<file path="config.mk">
export PLATFORM = sky130hd
export DESIGN_NAME = plt_ctrl
export DESIGN_NICKNAME = d
export VERILOG_FILES = /design/src/rtl/core/plt_pkg.sv /design/src/rtl/core/plt_ctrl.sv
export SDC_FILE = /design/constraint.sdc
export NUM_CORES = 1
export LEC_CHECK = 0
export ABC_AREA = 0
export BUFFER_PORTS_ARGS = -buffer_cell sky130_fd_sc_hd__buf_2
export CORE_AREA = 2 2 47 49
export DETAILED_ROUTE_END_ITERATION = 7
export DIE_AREA = 0 0 49 51
export GPL_ROUTABILITY_DRIVEN = 0
export PLACE_DENSITY = 0.77
export SLEW_MARGIN = 20
export SYNTH_ARGS = -nofsm -noshare
export SYNTH_HDL_FRONTEND = slang
export SYNTH_SLANG_ARGS = --single-unit
</file>
<file path="constraint.sdc">
create_clock -name clk_i -period 2.3 [get_ports clk_i]
set_input_delay 0.115 -clock clk_i [delete_from_list [all_inputs] [get_ports clk_i]]
set_output_delay 0.115 -clock clk_i [all_outputs]
set_load 0.02 [all_outputs]
</file>
<file path="src/rtl/core/plt_pkg.sv">
// ----------------------------------------------------------------------------
// plt_pkg
// Shared codes, types and reset values of the peer liveness table.
// ----------------------------------------------------------------------------
package plt_pkg;

  // command codes (input tuser[2:0])
  localparam logic [2:0] CMD_ADD     = 3'd0;
  localparam logic [2:0] CMD_REMOVE  = 3'd1;
  localparam logic [2:0] CMD_CLEAR   = 3'd2;
  localparam logic [2:0] CMD_RECEIVE = 3'd3;
  localparam logic [2:0] CMD_SENT    = 3'd4;
  localparam logic [2:0] CMD_TICK    = 3'd5;
  localparam logic [2:0] CMD_QUERY   = 3'd6;

  // event codes (output tuser)
  localparam logic [3:0] EV_ACK       = 4'd0;
  localparam logic [3:0] EV_ADDED     = 4'd1;
  localparam logic [3:0] EV_ADD_REJ   = 4'd2;
  localparam logic [3:0] EV_REMOVED   = 4'd3;
  localparam logic [3:0] EV_REM_MISS  = 4'd4;
  localparam logic [3:0] EV_CONNECTED = 4'd5;
  localparam logic [3:0] EV_HB_RX     = 4'd6;
  localparam logic [3:0] EV_DATA_RX   = 4'd7;
  localparam logic [3:0] EV_BAD_PKT   = 4'd8;
  localparam logic [3:0] EV_HB_DUE    = 4'd9;
  localparam logic [3:0] EV_TIMED_OUT = 4'd10;
  localparam logic [3:0] EV_TICK_DONE = 4'd11;

  // configuration register indexes
  localparam logic [1:0] REG_MAX_PEERS = 2'd0;
  localparam logic [1:0] REG_TIMEOUT   = 2'd1;
  localparam logic [1:0] REG_HB_EN     = 2'd2;
  localparam logic [1:0] REG_HB_INT    = 2'd3;

  localparam logic [4:0]  MAX_PEERS_RST = 5'd5;
  localparam logic [31:0] TIMEOUT_RST   = 32'd2000;
  localparam logic [31:0] HB_INT_RST    = 32'd500;

  localparam int unsigned MAC_W = 48;
  localparam int unsigned OUT_TDATA_W = 120;
  localparam int unsigned IN_TDATA_W  = 80;

  typedef enum logic [1:0] {
    IDX_HOLD,
    IDX_CLR,
    IDX_INC
  } idx_op_e;

  typedef enum logic [3:0] {
    ENT_NONE,
    ENT_APPEND,
    ENT_RX_UPD,
    ENT_TX_INC,
    ENT_SHIFT,
    ENT_DROP,
    ENT_CLEAR,
    ENT_SWEEP,
    ENT_HB_START,
    ENT_HB_SKIP
  } ent_op_e;

  typedef enum logic [1:0] {
    MAC_IN,
    MAC_ENTRY,
    MAC_ZERO
  } mac_sel_e;

  typedef struct packed {
    logic     in_ld;
    idx_op_e  idx_op;
    ent_op_e  ent_op;
    logic     pend_wr;
    logic [3:0] pend_ev;
    logic     pend_ok;
    mac_sel_e pend_mac;
    logic     pend_query;
    logic     out_ld;
    logic     out_last;
  } dp_cmd_t;

  typedef struct packed {
    logic [2:0] cmd;
    logic       parse_ok;
    logic       is_hb;
    logic       at_end;
    logic       at_last;
    logic       match;
    logic       ent_conn;
    logic       full;
    logic       tmo;
    logic       hb_due;
    logic       pend_v;
    logic       out_busy;
  } dp_sts_t;

  typedef struct packed {
    logic [31:0] tx;
    logic [31:0] rx;
    logic        any;
    logic        pc;
    logic [47:0] mac;
    logic        ok;
    logic [3:0]  ev;
  } res_t;

endpackage

</file>
<file path="src/rtl/core/plt_ctrl.sv">
// ----------------------------------------------------------------------------
// plt_ctrl
// Controller: search, command dispatch, removal shift, tick sweep, beat flush.
// ----------------------------------------------------------------------------
module plt_ctrl (
  input  logic              clk_i,
  input  logic              rst_ni,
  input  logic              in_valid_i,
  output logic              in_ready_o,
  input  logic [2:0]        in_cmd_i,
  input  plt_pkg::dp_sts_t  sts_i,
  output plt_pkg::dp_cmd_t  cmd_o
);
  import plt_pkg::*;

  typedef enum logic [3:0] {
    ST_IDLE,
    ST_SEARCH,
    ST_EXEC,
    ST_EXEC2,
    ST_SHIFT,
    ST_TICK_HB,
    ST_SWEEP,
    ST_TICK_END,
    ST_FLUSH
  } state_e;

  state_e state_q, state_d;
  logic   found_q, found_d, more_q, more_d;
  logic [3:0] rx_ev;

  assign in_ready_o = (state_q == ST_IDLE);
  assign rx_ev = sts_i.is_hb ? EV_HB_RX : EV_DATA_RX;

  always_comb begin
    state_d = state_q;
    found_d = found_q;
    more_d  = more_q;
    cmd_o.in_ld      = 1'b0;
    cmd_o.idx_op     = IDX_HOLD;
    cmd_o.ent_op     = ENT_NONE;
    cmd_o.pend_wr    = 1'b0;
    cmd_o.pend_ev    = EV_ACK;
    cmd_o.pend_ok    = 1'b0;
    cmd_o.pend_mac   = MAC_IN;
    cmd_o.pend_query = 1'b0;
    cmd_o.out_ld     = 1'b0;
    cmd_o.out_last   = 1'b0;
    case (state_q)
      ST_IDLE: begin
        if (in_valid_i) begin
          cmd_o.in_ld  = 1'b1;
          cmd_o.idx_op = IDX_CLR;
          more_d       = 1'b0;
          state_d      = (in_cmd_i == CMD_TICK) ? ST_TICK_HB : ST_SEARCH;
        end
      end
      ST_SEARCH: begin
        if (sts_i.at_end) begin
          found_d = 1'b0;
          state_d = ST_EXEC;
        end else if (sts_i.match) begin
          found_d = 1'b1;
          state_d = ST_EXEC;
        end else begin
          cmd_o.idx_op = IDX_INC;
        end
      end
      ST_EXEC: begin
        cmd_o.pend_wr = 1'b1;
        state_d       = ST_FLUSH;
        case (sts_i.cmd)
          CMD_ADD: begin
            if (found_q) begin
              cmd_o.pend_ev = EV_ADDED;
              cmd_o.pend_ok = 1'b1;
            end else if (sts_i.full) begin
              cmd_o.pend_ev = EV_ADD_REJ;
            end else begin
              cmd_o.ent_op  = ENT_APPEND;
              cmd_o.pend_ev = EV_ADDED;
              cmd_o.pend_ok = 1'b1;
            end
          end
          CMD_REMOVE: begin
            if (found_q) begin
              cmd_o.pend_wr = 1'b0;
              state_d       = ST_SHIFT;
            end else begin
              cmd_o.pend_ev = EV_REM_MISS;
            end
          end
          CMD_CLEAR: begin
            cmd_o.ent_op   = ENT_CLEAR;
            cmd_o.pend_ok  = 1'b1;
            cmd_o.pend_mac = MAC_ZERO;
          end
          CMD_RECEIVE: begin
            if (!sts_i.parse_ok) begin
              cmd_o.pend_ev = EV_BAD_PKT;
            end else if (found_q) begin
              cmd_o.ent_op  = ENT_RX_UPD;
              cmd_o.pend_ok = 1'b1;
              if (!sts_i.ent_conn) begin
                cmd_o.pend_ev = EV_CONNECTED;
                more_d        = 1'b1;
              end else begin
                cmd_o.pend_ev = rx_ev;
              end
            end else begin
              cmd_o.pend_ev = rx_ev;
            end
          end
          CMD_SENT: begin
            if (found_q) begin
              cmd_o.ent_op = ENT_TX_INC;
            end
            cmd_o.pend_ok = found_q;
          end
          CMD_QUERY: begin
            cmd_o.pend_ok    = found_q;
            cmd_o.pend_query = found_q;
          end
          default: ;
        endcase
      end
      ST_EXEC2: begin
        cmd_o.pend_wr = 1'b1;
        cmd_o.pend_ev = rx_ev;
        cmd_o.pend_ok = 1'b1;
        more_d        = 1'b0;
        state_d       = ST_FLUSH;
      end
      ST_SHIFT: begin
        if (sts_i.at_last) begin
          cmd_o.ent_op  = ENT_DROP;
          cmd_o.pend_wr = 1'b1;
          cmd_o.pend_ev = EV_REMOVED;
          cmd_o.pend_ok = 1'b1;
          state_d       = ST_FLUSH;
        end else begin
          cmd_o.ent_op = ENT_SHIFT;
          cmd_o.idx_op = IDX_INC;
        end
      end
      ST_TICK_HB: begin
        if (sts_i.hb_due) begin
          cmd_o.ent_op   = ENT_HB_START;
          cmd_o.pend_wr  = 1'b1;
          cmd_o.pend_ev  = EV_HB_DUE;
          cmd_o.pend_ok  = 1'b1;
          cmd_o.pend_mac = MAC_ZERO;
        end else begin
          cmd_o.ent_op = ENT_HB_SKIP;
        end
        state_d = ST_SWEEP;
      end
      ST_SWEEP: begin
        // the previous result goes out only once the next one is known,
        // so that the final one can carry tlast
        if (sts_i.at_end) begin
          state_d = ST_TICK_END;
        end else if (!(sts_i.tmo && sts_i.pend_v && sts_i.out_busy)) begin
          cmd_o.ent_op = ENT_SWEEP;
          cmd_o.idx_op = IDX_INC;
          if (sts_i.tmo) begin
            cmd_o.pend_wr  = 1'b1;
            cmd_o.pend_ev  = EV_TIMED_OUT;
            cmd_o.pend_ok  = 1'b1;
            cmd_o.pend_mac = MAC_ENTRY;
            cmd_o.out_ld   = sts_i.pend_v;
          end
        end
      end
      ST_TICK_END: begin
        if (!sts_i.pend_v) begin
          cmd_o.pend_wr  = 1'b1;
          cmd_o.pend_ev  = EV_TICK_DONE;
          cmd_o.pend_ok  = 1'b1;
          cmd_o.pend_mac = MAC_ZERO;
        end
        state_d = ST_FLUSH;
      end
      ST_FLUSH: begin
        if (!sts_i.out_busy) begin
          cmd_o.out_ld   = 1'b1;
          cmd_o.out_last = !more_q;
          state_d        = more_q ? ST_EXEC2 : ST_IDLE;
        end
      end
      default: state_d = ST_IDLE;
    endcase
  end

  always_ff @(posedge clk_i or negedge rst_ni) begin
    if (!rst_ni) begin
      state_q <= ST_IDLE;
      found_q <= 1'b0;
      more_q  <= 1'b0;
    end else begin
      state_q <= state_d;
      found_q <= found_d;
      more_q  <= more_d;
    end
  end

endmodule

</file>
; ---- Yosys cells after proc, flatten, opt, wreduce, memory -nomap -nowiden
; Index checks and enable logic that the tools add are counted.
[op_classes]
n_eq_ne = 23
muxes = 65
n_reduce_logical = 12
[ops]
columns = operator, n
row1 = 4-bit two-way mux, 9
row2 = 6-bit one-hot mux with 6 select lines, 1
row3 = 4-bit one-hot mux with 4 select lines, 2
row4 = 4-bit one-hot mux with 8 select lines, 1
row5 = 14-bit two-way mux, 2
row6 = 1-bit two-way mux, 24
row7 = 2-bit two-way mux, 12
row8 = 8-bit two-way mux, 3
row9 = 4-bit by 3-bit == test with 1-bit output (second input constant), 4
row10 = 2-bit one-hot mux with 4 select lines, 2
row11 = 2-bit inequality test (second input constant), 7
row12 = 4-bit one-hot mux with 3 select lines, 1
row13 = 3-bit == test (second input constant), 3
row14 = 3-bit two-way mux, 3
row15 = 4-bit by 2-bit == test with 1-bit output (second input constant), 2
row16 = 3-bit by 2-bit == test with 1-bit output (second input constant), 2
row17 = 6-bit two-way mux, 1
row18 = 6-bit AND reduction, 1
row19 = 5-bit two-way mux, 1
row20 = 5-bit AND reduction, 1
row21 = 4-bit by 1-bit == test with 1-bit output (second input constant), 1
row22 = 4-bit == test (second input constant), 1
row23 = 4-bit logical NOT, 1
row24 = 1-bit one-hot mux with 4 select lines, 1
row25 = other kinds (12), 14
[word_totals]
output_inout_bits = 19
input_bits = 20
register_bits = 6
wordCells = 103

; ---- Depth between registers and ports, before layout
[depth]
word_depth = 6
ltp_mapped = 6

; ---- Worst setup path after synthesis
; Ideal clock, no wire load.
[synth_path]
kind = reg2out
from = register state_q[2]
to = output cmd_o[17] in the netlist's numbering
path_buffers = 3
t_arrival_ps = 2047
path_slack_ps = 138
path_stages_with_launch = 6
required_ps = 2185
cell_sequence = dfrtp_1 buf_2 buf_1 nor4_1 and2_1 buf_4
[synth_lines]
columns = element, line_no
row1 = start: declaration, plt_ctrl.sv:28  ; state_e state_q, state_d;
row2 = start signal: assignment, plt_ctrl.sv:201  ; state_q <= state_d;
row3 = end: declaration, plt_ctrl.sv:12  ; output plt_pkg::dp_cmd_t cmd_o

==> impl_metrics.toml <==
[clocking]
cts_buffers = 3
cts-root-buf = "clkbuf_4"
tritoncts = "yes"
clk_pin_slew_ns = 0.05
cts_buffer_depth = 2
cts.sinks = 6
htree_levels = 1
cts_setup_buffers = 0
clock_latency_ns = 0.25

[floorplan]
rows = 17
core_area_um2 = 2060
num_io_pins = 39
die_x_um = 49
die_y_um = 51
fp.dieArea_um2 = 2500
start_util = 0.439

[sta]
worst_pin_slew_ns = 0.491
final_hold_viol_count = 0
setup_viol = 0
final_max_slew_viol_count = 0
rsz0062_at_grt = "false"
min_period_ns = 2.17
layout_setup_ws_ns = 0.135
clock_skew_ns = 0.00252
timing.final.crit_share = 0.941
maxSlewHeadroom = 0.668
hold_slack_ns = 0.0813
fmax_ghz = 0.462
tns_ns = 0

[logic_synthesis]
ys_seq_area_frac = 0.166
synthCells = 135
syn_avg_cell_area_um2 = 6.71
async_flop_share = 1.00
synth_edf_count = 0
synthTopCellsByArea = "dfrtp_1 17%, a21oi_1 7.7%, nand2_1 7.5%"
syn_nets = 155
synth_cell_type_count = 49
synth_area_um2 = 906
synthFlopType = "dfrtp_1"
synth_top_cell_by_area = "dfrtp_1"
yosysTopAreaCellShare = 0.166
ys_warn_count = 0
synth-seq-cells = 6

[global_routing]
grt_max_degree = 21
antenna_found_initial = 0
grt_pass1_wl_mm = 4.40
met3_usage = 0.0263
top_usage_layer = "met2"
grt_usage = 0.220
overflow = 0
use_met2 = 0.363
grt_pass1_vias = 1022
use_met1 = 0.293

[layout]
syn2layout_area_growth_pct = 25.0
nets = 191
fin_area_um2 = 1130
multi_input_area_um2 = 681
ff_latch_area_um2 = 153
drive_above_1_share = 0.314
diodes = 0
fillers = 212

[setup_path]
path_class = "flip-flop to primary output"
cpLargestDelayFamily = "simple AND/OR/NAND/NOR gates"
cp_num_buf_inv = 1
r2r-start = "state_q[2]"
rr_worst_depth = 5
cp_max_fo = 20
critical-path-max-stage-delay_ns = 0.53
cp.required_ns = 2.18
crit_slowest_cell = "dfrtp_2"
critPathLaunchType = "flip-flop"
cp-startpoint = "state_q[2]"
crit_chain = "nor2_2 -> nand2_1 -> or4_1 -> o311ai_0 -> buf_2"
crit_arrival_ns = 2.05
r2r_slack_ns = 0.45
reg2reg_to = "state_q[2]"
end_kind = "primary output"

[detailed_routing]
drcViolationCount = 0
avgViaCountPerCell = 6.04
wl_per_cell_um = 14.0
via_count = 1189
drtIter0Drc = 51
wl_mm = 2.76
drtPass1Iterations = 4
ant_nets = 0

[min_path]
hp-class = "input port to flip-flop"
whs_path_depth = 2
holdCritStartpoint = "sts_i[8]"
min_to = "found_q"

[placement]
postPlaceCellArea_um2 = 1100
dp_hpwl_mm = 2.15
io_buffers = 38
pre_cts_ws_ns = 0.303

[run]
drv_cap = 0

[pwr]
power_density_nw_per_um2 = 1010
p_leak_nw = 0.561
p_total_mw = 1.15
vdd_drop_max_v = 0.000479

[status]
status = "finished clean"
## cell usage in the layout, fill, tap and decap left out, types with 4 or more instances in the layout
cell type  instances
a21oi_1           14
a31oi_1            4
buf_2             38
dfrtp_1            4
inv_1              5
nand2_1           18
nand3_1            4
nor2_1            15
nor2b_1            4
nor3b_1            4
o21ai_0            5
## layout make-up
type | count | share of cell area
Tap cell | 28 | 0.0309
Clock buffer | 3 | 0.0199
Inverter | 5 | 0.0166
Sequential cell | 6 | 0.135
Multi-Input combinational cell | 113 | 0.601
Timing Repair Buffer | 42 | 0.197
## metal layers
layer  part of all wire  vias to the layer above
met5                  0                        -
met4              0.015                        0
met3              0.092                        8
met2               0.46                       71
met1               0.43                      547
li1                   -                      563
## flip-flops by register name (all words and copies together), names as in the netlist
| name | count |
|---|---|
| found_q | 1 |
| more_q | 1 |
| state_q | 4 |
## how the worst max path moves through the flow
stage,endpoint,slack (ns),depth (start not counted)
after floorplan,cmd_o[17],0.14,5
after global placement,cmd_o[11],0.35,5
after detailed placement,cmd_o[11],0.30,5
after CTS,cmd_o[11],0.04,5
after global routing,cmd_o[11],0.04,5
final,cmd_o[11],0.13,5
## metrics by stage
step	cells	utilization
2_1_floorplan	135	-
3_3_place_gp	193	0.532
3_5_place_dp	193	0.532
4_1_cts	197	0.548
5_1_grt	197	0.549
6_report	197	0.549
## kinds of logic after synthesis
family | Yosys count | synth area share
buffers and inverters | 16 | 0.0829
muxes | 1 | 0.0111
AOI/OAI and AO/OA | 41 | 0.307
and+or+nand+nor | 70 | 0.424
DFF | 6 | 0.166
xor gates and xnor gates | 1 | 0.00967
## where the power goes
group          leakage [nW]  internal (mW)  switching [mW]  total, mW
logic                 0.472          0.315           0.477      0.792
clock network        0.0138         0.0592          0.0409      0.100
registers            0.0755          0.146           0.108      0.254
## repair_timing
item / CTS / global route
endpoints found under the hold margin: 6 / 0
gates resized for setup: 0 / 2
setup endpoints to repair: 0 / 4
hold buffers: 1 / 0
## Yosys cell counts (2+ instances only)
library cell / instances
a21oi_1: 14
a31oi_1: 4
and2_1: 2
and3_1: 3
buf_2: 3
clkbuf_1: 5
dfrtp_1: 6
inv_1: 5
nand2_1: 18
nand2b_1: 3
nand3_1: 4
nor2_1: 15
nor2b_1: 4
nor3_1: 3
nor3b_1: 4
nor4_1: 3
nor4b_1: 2
o211ai_1: 2
o21ai_0: 5
Note: power is estimated with default switching activity, not from simulation.
