[src/rtl/core/plt_pkg.sv]
// ----------------------------------------------------------------------------
// plt_pkg
// Shared codes, types and reset values of the peer liveness table.
// ----------------------------------------------------------------------------
package plt_pkg;

  // command codes (input tuser[2:0])
  localparam logic [2:0] CMD_ADD     = 3'd0;
  localparam logic [2:0] CMD_REMOVE  = 3'd1;
  localparam logic [2:0] CMD_CLEAR   = 3'd2;
  localparam logic [2:0] CMD_RECEIVE = 3'd3;
  localparam logic [2:0] CMD_SENT    = 3'd4;
  localparam logic [2:0] CMD_TICK    = 3'd5;
  localparam logic [2:0] CMD_QUERY   = 3'd6;

  // event codes (output tuser)
  localparam logic [3:0] EV_ACK       = 4'd0;
  localparam logic [3:0] EV_ADDED     = 4'd1;
  localparam logic [3:0] EV_ADD_REJ   = 4'd2;
  localparam logic [3:0] EV_REMOVED   = 4'd3;
  localparam logic [3:0] EV_REM_MISS  = 4'd4;
  localparam logic [3:0] EV_CONNECTED = 4'd5;
  localparam logic [3:0] EV_HB_RX     = 4'd6;
  localparam logic [3:0] EV_DATA_RX   = 4'd7;
  localparam logic [3:0] EV_BAD_PKT   = 4'd8;
  localparam logic [3:0] EV_HB_DUE    = 4'd9;
  localparam logic [3:0] EV_TIMED_OUT = 4'd10;
  localparam logic [3:0] EV_TICK_DONE = 4'd11;

  // configuration register indexes
  localparam logic [1:0] REG_MAX_PEERS = 2'd0;
  localparam logic [1:0] REG_TIMEOUT   = 2'd1;
  localparam logic [1:0] REG_HB_EN     = 2'd2;
  localparam logic [1:0] REG_HB_INT    = 2'd3;

  localparam logic [4:0]  MAX_PEERS_RST = 5'd5;
  localparam logic [31:0] TIMEOUT_RST   = 32'd2000;
  localparam logic [31:0] HB_INT_RST    = 32'd500;

  localparam int unsigned MAC_W = 48;
  localparam int unsigned OUT_TDATA_W = 120;
  localparam int unsigned IN_TDATA_W  = 80;

  typedef enum logic [1:0] {
    IDX_HOLD,
    IDX_CLR,
    IDX_INC
  } idx_op_e;

  typedef enum logic [3:0] {
    ENT_NONE,
    ENT_APPEND,
    ENT_RX_UPD,
    ENT_TX_INC,
    ENT_SHIFT,
    ENT_DROP,
    ENT_CLEAR,
    ENT_SWEEP,
    ENT_HB_START,
    ENT_HB_SKIP
  } ent_op_e;

  typedef enum logic [1:0] {
    MAC_IN,
    MAC_ENTRY,
    MAC_ZERO
  } mac_sel_e;

  typedef struct packed {
    logic     in_ld;
    idx_op_e  idx_op;
    ent_op_e  ent_op;
    logic     pend_wr;
    logic [3:0] pend_ev;
    logic     pend_ok;
    mac_sel_e pend_mac;
    logic     pend_query;
    logic     out_ld;
    logic     out_last;
  } dp_cmd_t;

  typedef struct packed {
    logic [2:0] cmd;
    logic       parse_ok;
    logic       is_hb;
    logic       at_end;
    logic       at_last;
    logic       match;
    logic       ent_conn;
    logic       full;
    logic       tmo;
    logic       hb_due;
    logic       pend_v;
    logic       out_busy;
  } dp_sts_t;

  typedef struct packed {
    logic [31:0] tx;
    logic [31:0] rx;
    logic        any;
    logic        pc;
    logic [47:0] mac;
    logic        ok;
    logic [3:0]  ev;
  } res_t;

endpackage

[src/rtl/core/plt_dp.sv]
// ----------------------------------------------------------------------------
// plt_dp
// Datapath: entry registers, scan counter, config, pending and output beat.
// ----------------------------------------------------------------------------
module plt_dp #(
  parameter int unsigned TABLE_SIZE = 20
) (
  input  logic                      clk_i,
  input  logic                      rst_ni,
  input  plt_pkg::dp_cmd_t          cmd_i,
  output plt_pkg::dp_sts_t          sts_o,
  input  logic [plt_pkg::IN_TDATA_W-1:0] in_tdata_i,
  input  logic [4:0]                in_tuser_i,
  input  logic                      cfg_we_i,
  input  logic [1:0]                cfg_index_i,
  input  logic [31:0]               cfg_data_i,
  output logic                      out_valid_o,
  input  logic                      out_ready_i,
  output plt_pkg::res_t             out_res_o,
  output logic                      out_last_o
);
  import plt_pkg::*;

  localparam int unsigned CW = $clog2(TABLE_SIZE + 1);
  localparam int unsigned IW = (TABLE_SIZE > 1) ? $clog2(TABLE_SIZE) : 1;

  logic [47:0] mac_q [TABLE_SIZE];
  logic [31:0] ls_q  [TABLE_SIZE];
  logic [31:0] rx_q  [TABLE_SIZE];
  logic [31:0] tx_q  [TABLE_SIZE];
  logic [TABLE_SIZE-1:0] conn_q, conn_d;
  logic [CW-1:0] cnt_q, cnt_d, idx_q, idx_d, nxt;
  logic [IW-1:0] ri, ni;
  logic [31:0] lhb_q, lhb_d;
  logic        hb_q, hb_d;

  logic [2:0]  icmd_q;
  logic [47:0] imac_q;
  logic [31:0] inow_q;
  logic        ipok_q, ihb_q;

  logic [4:0]  maxp_q;
  logic [31:0] tmo_q, hbint_q;
  logic        hben_q;

  res_t pend_q, pend_d;
  logic pend_v_q, pend_v_d;
  res_t out_q;
  logic out_v_q, out_v_d, out_last_q;

  logic [31:0] lim;
  logic        tmo_hit;

  assign nxt = idx_q + CW'(1);
  assign ri  = idx_q[IW-1:0];
  assign ni  = nxt[IW-1:0];

  always_comb begin
    if (maxp_q == 5'd0) begin
      lim = 32'd1;
    end else if (32'(maxp_q) > TABLE_SIZE) begin
      lim = TABLE_SIZE;
    end else begin
      lim = 32'(maxp_q);
    end
  end

  assign tmo_hit = (idx_q != cnt_q) && conn_q[ri] && (ls_q[ri] != 32'd0)
                   && ((inow_q - ls_q[ri]) > tmo_q);

  always_comb begin
    sts_o.cmd      = icmd_q;
    sts_o.parse_ok = ipok_q;
    sts_o.is_hb    = ihb_q;
    sts_o.at_end   = (idx_q == cnt_q);
    sts_o.at_last  = (nxt == cnt_q);
    sts_o.match    = (mac_q[ri] == imac_q);
    sts_o.ent_conn = conn_q[ri];
    sts_o.full     = (32'(cnt_q) >= lim);
    sts_o.tmo      = tmo_hit;
    sts_o.hb_due   = (|conn_q) && hben_q && ((inow_q - lhb_q) >= hbint_q);
    sts_o.pend_v   = pend_v_q;
    sts_o.out_busy = out_v_q;
  end

  // control state of the table
  always_comb begin
    conn_d = conn_q;
    cnt_d  = cnt_q;
    lhb_d  = lhb_q;
    hb_d   = hb_q;
    case (cmd_i.ent_op)
      ENT_APPEND: begin
        conn_d[ri] = 1'b0;
        cnt_d      = cnt_q + CW'(1);
      end
      ENT_RX_UPD:   conn_d[ri] = 1'b1;
      ENT_SHIFT:    conn_d[ri] = conn_q[ni];
      ENT_DROP: begin
        conn_d[ri] = 1'b0;
        cnt_d      = cnt_q - CW'(1);
      end
      ENT_CLEAR: begin
        conn_d = '0;
        cnt_d  = '0;
      end
      ENT_SWEEP: begin
        if (tmo_hit) begin
          conn_d[ri] = 1'b0;
        end
      end
      ENT_HB_START: begin
        lhb_d = inow_q;
        hb_d  = 1'b1;
      end
      ENT_HB_SKIP:  hb_d = 1'b0;
      default: ;
    endcase
  end

  always_comb begin
    case (cmd_i.idx_op)
      IDX_CLR: idx_d = '0;
      IDX_INC: idx_d = nxt;
      default: idx_d = idx_q;
    endcase
  end

  always_comb begin
    pend_d     = pend_q;
    pend_d.ev  = cmd_i.pend_ev;
    pend_d.ok  = cmd_i.pend_ok;
    case (cmd_i.pend_mac)
      MAC_IN:    pend_d.mac = imac_q;
      MAC_ENTRY: pend_d.mac = mac_q[ri];
      default:   pend_d.mac = '0;
    endcase
    pend_d.any = |conn_d;
    if (cmd_i.pend_query) begin
      pend_d.pc = conn_q[ri];
      pend_d.rx = rx_q[ri];
      pend_d.tx = tx_q[ri];
    end else begin
      pend_d.pc = 1'b0;
      pend_d.rx = '0;
      pend_d.tx = '0;
    end
  end

  assign pend_v_d = cmd_i.pend_wr | (pend_v_q & ~cmd_i.out_ld);
  assign out_v_d  = cmd_i.out_ld | (out_v_q & ~out_ready_i);

  always_ff @(posedge clk_i or negedge rst_ni) begin
    if (!rst_ni) begin
      conn_q   <= '0;
      cnt_q    <= '0;
      idx_q    <= '0;
      lhb_q    <= '0;
      hb_q     <= 1'b0;
      pend_v_q <= 1'b0;
      out_v_q  <= 1'b0;
      maxp_q   <= MAX_PEERS_RST;
      tmo_q    <= TIMEOUT_RST;
      hben_q   <= 1'b0;
      hbint_q  <= HB_INT_RST;
    end else begin
      conn_q   <= conn_d;
      cnt_q    <= cnt_d;
      idx_q    <= idx_d;
      lhb_q    <= lhb_d;
      hb_q     <= hb_d;
      pend_v_q <= pend_v_d;
      out_v_q  <= out_v_d;
      if (cfg_we_i) begin
        case (cfg_index_i)
          REG_MAX_PEERS: maxp_q  <= cfg_data_i[4:0];
          REG_TIMEOUT:   tmo_q   <= cfg_data_i;
          REG_HB_EN:     hben_q  <= cfg_data_i[0];
          REG_HB_INT:    hbint_q <= cfg_data_i;
          default: ;
        endcase
      end
    end
  end

  // payload: entries, latched input, pending and output beat
  always_ff @(posedge clk_i) begin
    if (cmd_i.in_ld) begin
      imac_q <= in_tdata_i[47:0];
      inow_q <= in_tdata_i[79:48];
      icmd_q <= in_tuser_i[2:0];
      ipok_q <= in_tuser_i[3];
      ihb_q  <= in_tuser_i[4];
    end
    case (cmd_i.ent_op)
      ENT_APPEND: begin
        mac_q[ri] <= imac_q;
        ls_q[ri]  <= '0;
        rx_q[ri]  <= '0;
        tx_q[ri]  <= '0;
      end
      ENT_RX_UPD: begin
        ls_q[ri] <= inow_q;
        rx_q[ri] <= rx_q[ri] + 32'd1;
      end
      ENT_TX_INC: tx_q[ri] <= tx_q[ri] + 32'd1;
      ENT_SHIFT: begin
        mac_q[ri] <= mac_q[ni];
        ls_q[ri]  <= ls_q[ni];
        rx_q[ri]  <= rx_q[ni];
        tx_q[ri]  <= tx_q[ni];
      end
      ENT_SWEEP:  tx_q[ri] <= tx_q[ri] + 32'(hb_q);
      default: ;
    endcase
    if (cmd_i.pend_wr) begin
      pend_q <= pend_d;
    end
    if (cmd_i.out_ld) begin
      out_q      <= pend_q;
      out_last_q <= cmd_i.out_last;
    end
  end

  assign out_valid_o = out_v_q;
  assign out_res_o   = out_q;
  assign out_last_o  = out_last_q;

endmodule

[config.mk]
export PLATFORM = sky130hd
export DESIGN_NAME = plt_dp
export DESIGN_NICKNAME = d
export VERILOG_FILES = /design/src/rtl/core/plt_pkg.sv /design/src/rtl/core/plt_dp.sv
export SDC_FILE = /design/constraint.sdc
export NUM_CORES = 2
export LEC_CHECK = 0
export BUFFER_PORTS_ARGS = -buffer_cell sky130_fd_sc_hd__buf_2
export CELL_PAD_IN_SITES_DETAIL_PLACEMENT = 0
export CELL_PAD_IN_SITES_GLOBAL_PLACEMENT = 1
export CORE_MARGIN = 10
export CORE_UTILIZATION = 40
export CTS_BUF_LIST = sky130_fd_sc_hd__clkbuf_16
export DETAILED_ROUTE_END_ITERATION = 6
export PLACE_DENSITY_LB_ADDON = 0.15
export SLEW_MARGIN = 0
export SYNTH_ARGS = -nofsm -noshare
export SYNTH_HDL_FRONTEND = slang
export SYNTH_SLANG_ARGS = --single-unit
[constraint.sdc]
create_clock -name clk_i -period 8.55 [get_ports clk_i]
set_input_delay 2.565 -clock clk_i [delete_from_list [all_inputs] [get_ports clk_i]]
set_output_delay 2.565 -clock clk_i [all_outputs]
set_load 0.01 [all_outputs]
-- Yosys cells after proc, flatten, opt, wreduce, memory -nomap -nowiden
Memory sizes are Yosys's and may differ from the RTL's.
Index checks and enable logic that the tools add are counted.
- memory bits (writable): 2880
- bits of input ports: 141
- memories: 4
- bits in registers: 459
- output and inout bits: 135
- word-level logic and storage cells: 139
- bits in latches: 0
- ROM bits: 0
- equal/unequal tests: 19
- bitwise operators: 17
- mux-type cells: 33
- multiply operators: 0
- $add $sub $neg: 8
- order comparisons: 7
- div/mod/pow operators: 0
- shift operators: 0
- reduce and logical (&&, ||, !) cells: 20
- memory list (memory ; depth ; bits a word ; rd ports ; clocked after memory_dff ; write ports ; line ; RTL):
    mac_q ; 20 ; 48 ; 2 ; 0 ; 1 ; plt_dp.sv:27 ; logic [47:0] mac_q [TABLE_SIZE];
    ls_q ; 20 ; 32 ; 2 ; 0 ; 1 ; plt_dp.sv:28 ; logic [31:0] ls_q [TABLE_SIZE];
    rx_q ; 20 ; 32 ; 2 ; 0 ; 1 ; plt_dp.sv:29 ; logic [31:0] rx_q [TABLE_SIZE];
    tx_q ; 20 ; 32 ; 2 ; 0 ; 1 ; plt_dp.sv:30 ; logic [31:0] tx_q [TABLE_SIZE];
- operators by type and width (kind ; count):
    2-to-1 mux 32 bit ; 7
    case mux 20 bit (5 select lines) ; 1
    case mux 48 bit (2 select lines) ; 1
    adder 32 x 1 -> 32 bit, second input constant ; 2
    subtractor 32 bit ; 2
    equality test 48 bit ; 1
    2-to-1 mux 48 bit ; 1
    OR reduction 20 bit ; 2
    adder 32 x 1 -> 32 bit ; 1
    >= comparator 32 bit ; 1
    >= comparator 5 x 32 -> 1 bit ; 1
    > comparator 32 bit ; 1
    nonzero test 32 bit ; 1
    AND 20 bit ; 1
    bitwise mux 20 bit ; 1
    2-to-1 mux 20 bit ; 1
    inverter 20 bit ; 1
    OR 20 bit ; 1
    equality test 4 x 3 -> 1 bit, second input constant ; 4
    case mux 5 bit (3 select lines) ; 1
    2-to-1 mux 1 bit ; 13
    < comparator 5 x 6 -> 1 bit, second input constant ; 2
    adder 5 x 1 -> 5 bit, second input constant ; 2
    binary-select mux 1 bit (select 5 bit) ; 2
    24 further kinds ; 53

-- Logic depth before layout (Yosys ltp)
- depth after elaboration: 9
- depth in mapped cells: 36
- depth with buffers taken out: 30

-- Least setup slack after synthesis
Ideal clock, no wire load.
- path kind: register to output
- from: register idx_q[0]
- to: output port sts_o[3] (netlist name)
- slack: -688 ps
- required time: 5985 ps
- path buffers: 5
- arrival: 6673 ps
- stages on the path, launching flop included: 33
- cell sequence: dfrtp_1 buf_6 buf_6 or3b_2 clkbuf_1 clkbuf_1 o22ai_1 nor3_1 o21ai_0 ha_1 inv_1 fa_1 a21o_1 a21oi_1 o21ai_0 a211o_1 a211oi_1 o31ai_1 o21a_1 o21a_1 o21ai_0 nand2b_1 xor2_1 ha_1 and4_1 nand2_1 or4_1 nor4_1 a221oi_1 o31ai_1 nand3_1 nor2_1 buf_4
- longest elaborated chain between the ends: 5
- elaborated cells on any way between the ends: 10
- those cells by class: add/sub: 1; order compare: 1; eq/ne: 1; mux: 2; reduce/logical: 4; memory: 1
- RTL lines (what ; line ; RTL):
    from (decl) ; plt_dp.sv:32 ; logic [CW-1:0] cnt_q, cnt_d, idx_q, idx_d, nxt;
    from (signal assigned) ; plt_dp.sv:169 ; idx_q <= idx_d;
    branches (longest 4 deep; another with memory read (20 x 32 bit)) ; -- ;
    logical AND 1 bit * ; plt_dp.sv:69 ; && ((inow_q - ls_q[ri]) > tmo_q);
    to (decl) ; plt_dp.sv:11 ; output plt_pkg::dp_sts_t sts_o,
Every way passes the cells marked *. The select of a mux whose other input is x is not followed.

==> results.toml <==
[synthesis]
commonest_cells_post_synth = "sky130_fd_sc_hd__edfxtp_1 (3,204), sky130_fd_sc_hd__mux4_2 (1,217), sky130_fd_sc_hd__nand2_1 (621)"
synth.most_common_cell = "sky130_fd_sc_hd__edfxtp_1"
synth_area_sq_um = 158100
synth.area.top_cells = "sky130_fd_sc_hd__edfxtp_1 (61%), sky130_fd_sc_hd__mux4_2 (17%), sky130_fd_sc_hd__dfrtp_1 (1.9%)"
yosysWarningCount = 0
synth_nets = 9357
netlist.top_cell.by_area = "sky130_fd_sc_hd__edfxtp_1"
netlist-cell-type-count = 84
share_of_synthesized_registers_carrying_an_async_set_or_reset_pct = 4.043
ys_seq_area_share_pct = 62.99
synth-edff-count = 3204
synthesized_instance_count = 9069
ys.flop_type = "sky130_fd_sc_hd__edfxtp_1"
synth.ff_latch_count = 3339
avgSynthCellArea_sq_um = 17.44
yosysTopAreaCellShare_pct = 60.84

[floorplan]
core-area_sq_um = 393100
chipWidth_um = 648.8
std_cell_rows = 230
die_area_sq_um = 420900
floorplan.die.height_um = 648.8
initial_utilization_pct = 40.23
ioPinCount = 276

[cells_and_area]
layout.cells.non_filler = 15290
finalCoreUtilization_pct = 46.27
design.final.nets = 10040
syn2layout_area_growth_pct = 15.03
drive_gt1_share_pct = 30.37

[global_route]
groute.layer.met3.usage_pct = 4.199
wire_length_of_the_first_global_routing_pass_um = 736700
initial_antenna_violation_count = 20
maximum_number_of_pins_on_one_net_before_global_route_repair = 135
gr-max-usage-layer = "met2"
grt_overflow_total = 0
grt_use_total_pct = 23.84
grtUsageMet2_pct = 38.21
grt_use_met1_pct = 33.42
via_count_of_the_first_global_routing_pass = 98300

[placement]
gp_congestion = 0.8214
placed_cells = 14580
place.detailed.hpwl_um = 305400
post_place_setup_slack_ps = -658.7
portBuffers = 275

[critical_path]
crit_top_cell = "sky130_fd_sc_hd__buf_4"
critical_path_fanout_max = 10
worstPathRequired_ps = 5990
critPathCaptureType = "output port"
setup.worst_path.class = "reg2out"
worst_path_max_delay_cell = "sky130_fd_sc_hd__dfrtp_4"
cp_data_arrival_time_ps = 7350
critical-path-max-stage-delay_ps = 510
worst_setup_path_start_kind = "flip-flop"

[clock_network]
cts.root.buffer_cell = "sky130_fd_sc_hd__clkbuf_16"
numCtsBuffers = 376
cts-hold-fix-buffers = 0
cts_max_path_buffers = 4
clk_pin_slew_worst_paths_ps = 70
clk-insertion-delay-late_ps = 980
clock_tree_from_tritoncts = "done"
cts-htree-levels = 5
cts_num_sinks = 3339

[routing]
num_vias = 95710
detail_route.iter0.violations = 10510
routedWlPerCell_um = 33.93
vias_per_cell = 6.259
ant_nets = 0
dr.pass1.iters = 6
route.final.wire_length_um = 518800
route.detailed.drc = 0

[pwr]
power.net_switching_w = 0.01060
cell_internal_pwr_w = 0.03087
sw_frac_of_total_pct = 25.57
max_vdd_drop_v = 0.0001892
pwr-share-comb_pct = 16.0
power.density_cell_area_nw_per_um2 = 228.0
power_leakage_nw = 59.40
clock_power_share_pct = 39.2
seqPwrFrac_pct = 44.8

[worst_hold_path]
min_path_type = "reg2reg"

[timing]
final_max_slew_viols = 0
hold_viol_final = 0
post-route-worst-setup-slack_ps = -1367
rsz_0062_raised_after_global_routing = "true"
timing.final.crit_period_ps = 9917
holdWs_ps = 392.3
slew-limit-headroom_pct = 11.41
worst_clock_skew_ps = 58.11
max_freq_ghz = 0.1008
final-setup-viol-count = 2
tightest_slew_ps = 1329
min_period_over_period_pct = 116.0

[job]
number_of_violations_of_the_max_capacitance_limit = 0

[run_status]
run_status = "finished, violations left"
failing_checks = "setup timing"
-- routing by layer --
metal / vias up / part of all wire (%)
met2: 4238 / 47
met3: 897 / 7.7
met4: 6 / 3.4
met1: 51530 / 42
li1: 39040 / -
met5: - / 0.0067
-- cell families (layout without fill, tap and decap cells) --
kind of cell / count (synthesis) / count (layout) / share of synthesized area (%)
simple gates: 1411 / 1411 / 4.227
fa+ha+maj: 147 / 147 / 1.177
xor+xnor: 203 / 203 / 1.124
buf+inv: 810 / 1805 / 2.652
other cells: 0 / 7 / 0
compound gates: 1446 / 1446 / 6.086
flops: 3339 / 3339 / 62.99
mux: 1713 / 1713 / 21.75
-- final cells by class --
type | instances | area, sq um
multi-input cells | 4920 | 55370
clock buffers | 383 | 9584
inverters | 148 | 564.3
fillers | 33650 | 211200
flip-flops and latches | 3339 | 99620
well taps | 5220 | 6531
clock inverters | 304 | 2751
diodes | 7 | 17.52
repair buffers | 970 | 7466
-- flip-flops by register name, summed over array words and instances (netlist names), 3 cells and up --
name,count
maxp_q,5
hbint_q,32
tmo_q,32
rx_q,640
tx_q,640
pend_q,119
icmd_q,3
ls_q,640
conn_q,20
inow_q,32
mac_q,960
lhb_q,32
imac_q,48
idx_q,5
out_res_o,119
cnt_q,5
-- final timing paths --
kind                                                 from                        to  slack (ps)  cells after the start
worst max-delay path                 idx_q[0]$_DFFE_PN0P_                  sts_o[3]       -1370                     31
max in group asynchronous                          rst_ni      idx_q[1]$_DFFE_PN0P_        5740                      2
worst max register to register       idx_q[0]$_DFFE_PN0P_      pend_q[54]$_DFFE_PP_         740                     35
worst min register to register  pend_q[106]$_SDFFCE_PN0P_  out_res_o[106]$_DFFE_PP_         390                      0
worst min-delay path            pend_q[106]$_SDFFCE_PN0P_  out_res_o[106]$_DFFE_PP_         390                      0
min in group asynchronous                          rst_ni     lhb_q[22]$_DFFE_PN0P_        1610                      1
-- stage by stage --
stage | total power, W | TNS (ps) | cell area (sq um)
2_1_floorplan | 0.02340 | 0 | 158400
3_3_place_gp | 0.02541 | -1084 | 169000
3_5_place_dp | 0.02546 | -1071 | 169000
4_1_cts | 0.04184 | -1947 | 181700
5_1_grt | 0.04303 | -2648 | 181900
6_report | 0.04147 | -1771 | 181900
-- layout by cell type, fill, tap and decap left out, types with 20 or more instances in the layout --
master,netlist,routed
sky130_fd_sc_hd__a21oi_1,311,298
sky130_fd_sc_hd__mux4_1,100,100
sky130_fd_sc_hd__nand2_1,621,618
sky130_fd_sc_hd__o21ai_1,20,34
sky130_fd_sc_hd__bufinv_16,0,43
sky130_fd_sc_hd__clkinv_1,1,70
sky130_fd_sc_hd__nor2b_1,81,78
sky130_fd_sc_hd__clkinv_2,0,60
sky130_fd_sc_hd__nand4_1,20,20
sky130_fd_sc_hd__o21ai_0,236,217
sky130_fd_sc_hd__mux2i_1,272,272
sky130_fd_sc_hd__a221o_1,21,21
sky130_fd_sc_hd__ha_1,144,139
sky130_fd_sc_hd__a211oi_1,231,228
sky130_fd_sc_hd__o211ai_1,21,21
sky130_fd_sc_hd__clkbuf_16,0,383
sky130_fd_sc_hd__nand2b_1,32,30
sky130_fd_sc_hd__a311oi_1,142,142
sky130_fd_sc_hd__nor4_1,29,26
sky130_fd_sc_hd__and2_1,192,191
sky130_fd_sc_hd__xnor2_1,138,137
sky130_fd_sc_hd__nor2_4,0,64
sky130_fd_sc_hd__mux2_2,107,107
sky130_fd_sc_hd__o22ai_1,185,179
sky130_fd_sc_hd__mux4_2,1217,1217
sky130_fd_sc_hd__edfxtp_1,3204,3204
sky130_fd_sc_hd__xor2_1,65,63
sky130_fd_sc_hd__a21o_1,43,43
sky130_fd_sc_hd__clkinvlp_4,0,28
sky130_fd_sc_hd__nand3_1,49,47
sky130_fd_sc_hd__buf_4,37,624
sky130_fd_sc_hd__a221oi_1,35,34
sky130_fd_sc_hd__buf_12,17,58
sky130_fd_sc_hd__inv_1,147,214
sky130_fd_sc_hd__nor2_1,248,181
sky130_fd_sc_hd__buf_2,164,268
sky130_fd_sc_hd__a22oi_1,85,85
sky130_fd_sc_hd__dfrtp_1,121,116
sky130_fd_sc_hd__nor3_1,43,37
-- what timing repair did --
action,in CTS,in global routing
pin swaps,14,37
endpoints found under the setup margin,3,3
cloned,1,0
resized for setup,59,22
setup buffers,11,4
-- power by group through the flow --
stage | Clock [W] | Combinational (W) | Sequential (W)
3_5_place_dp | 0 | 0.00655 | 0.0189
4_1_cts | 0.0166 | 0.00665 | 0.0186
5_1_grt | 0.0173 | 0.00718 | 0.0186
6_report | 0.0163 | 0.00662 | 0.0186
3_3_place_gp | 0 | 0.00650 | 0.0189
2_1_floorplan | 0 | 0.00458 | 0.0188
-- worst max-delay path: cells and delay by family, from the launching register on --
family | cells | cell delay, ps
fa+ha+maj | 2 | 530
buf+inv | 6 | 1030
simple gates | 10 | 1980
flops | 1 | 510
xor+xnor | 1 | 90
compound gates | 12 | 2240
No activity file was read; power rests on OpenSTA's default activity.
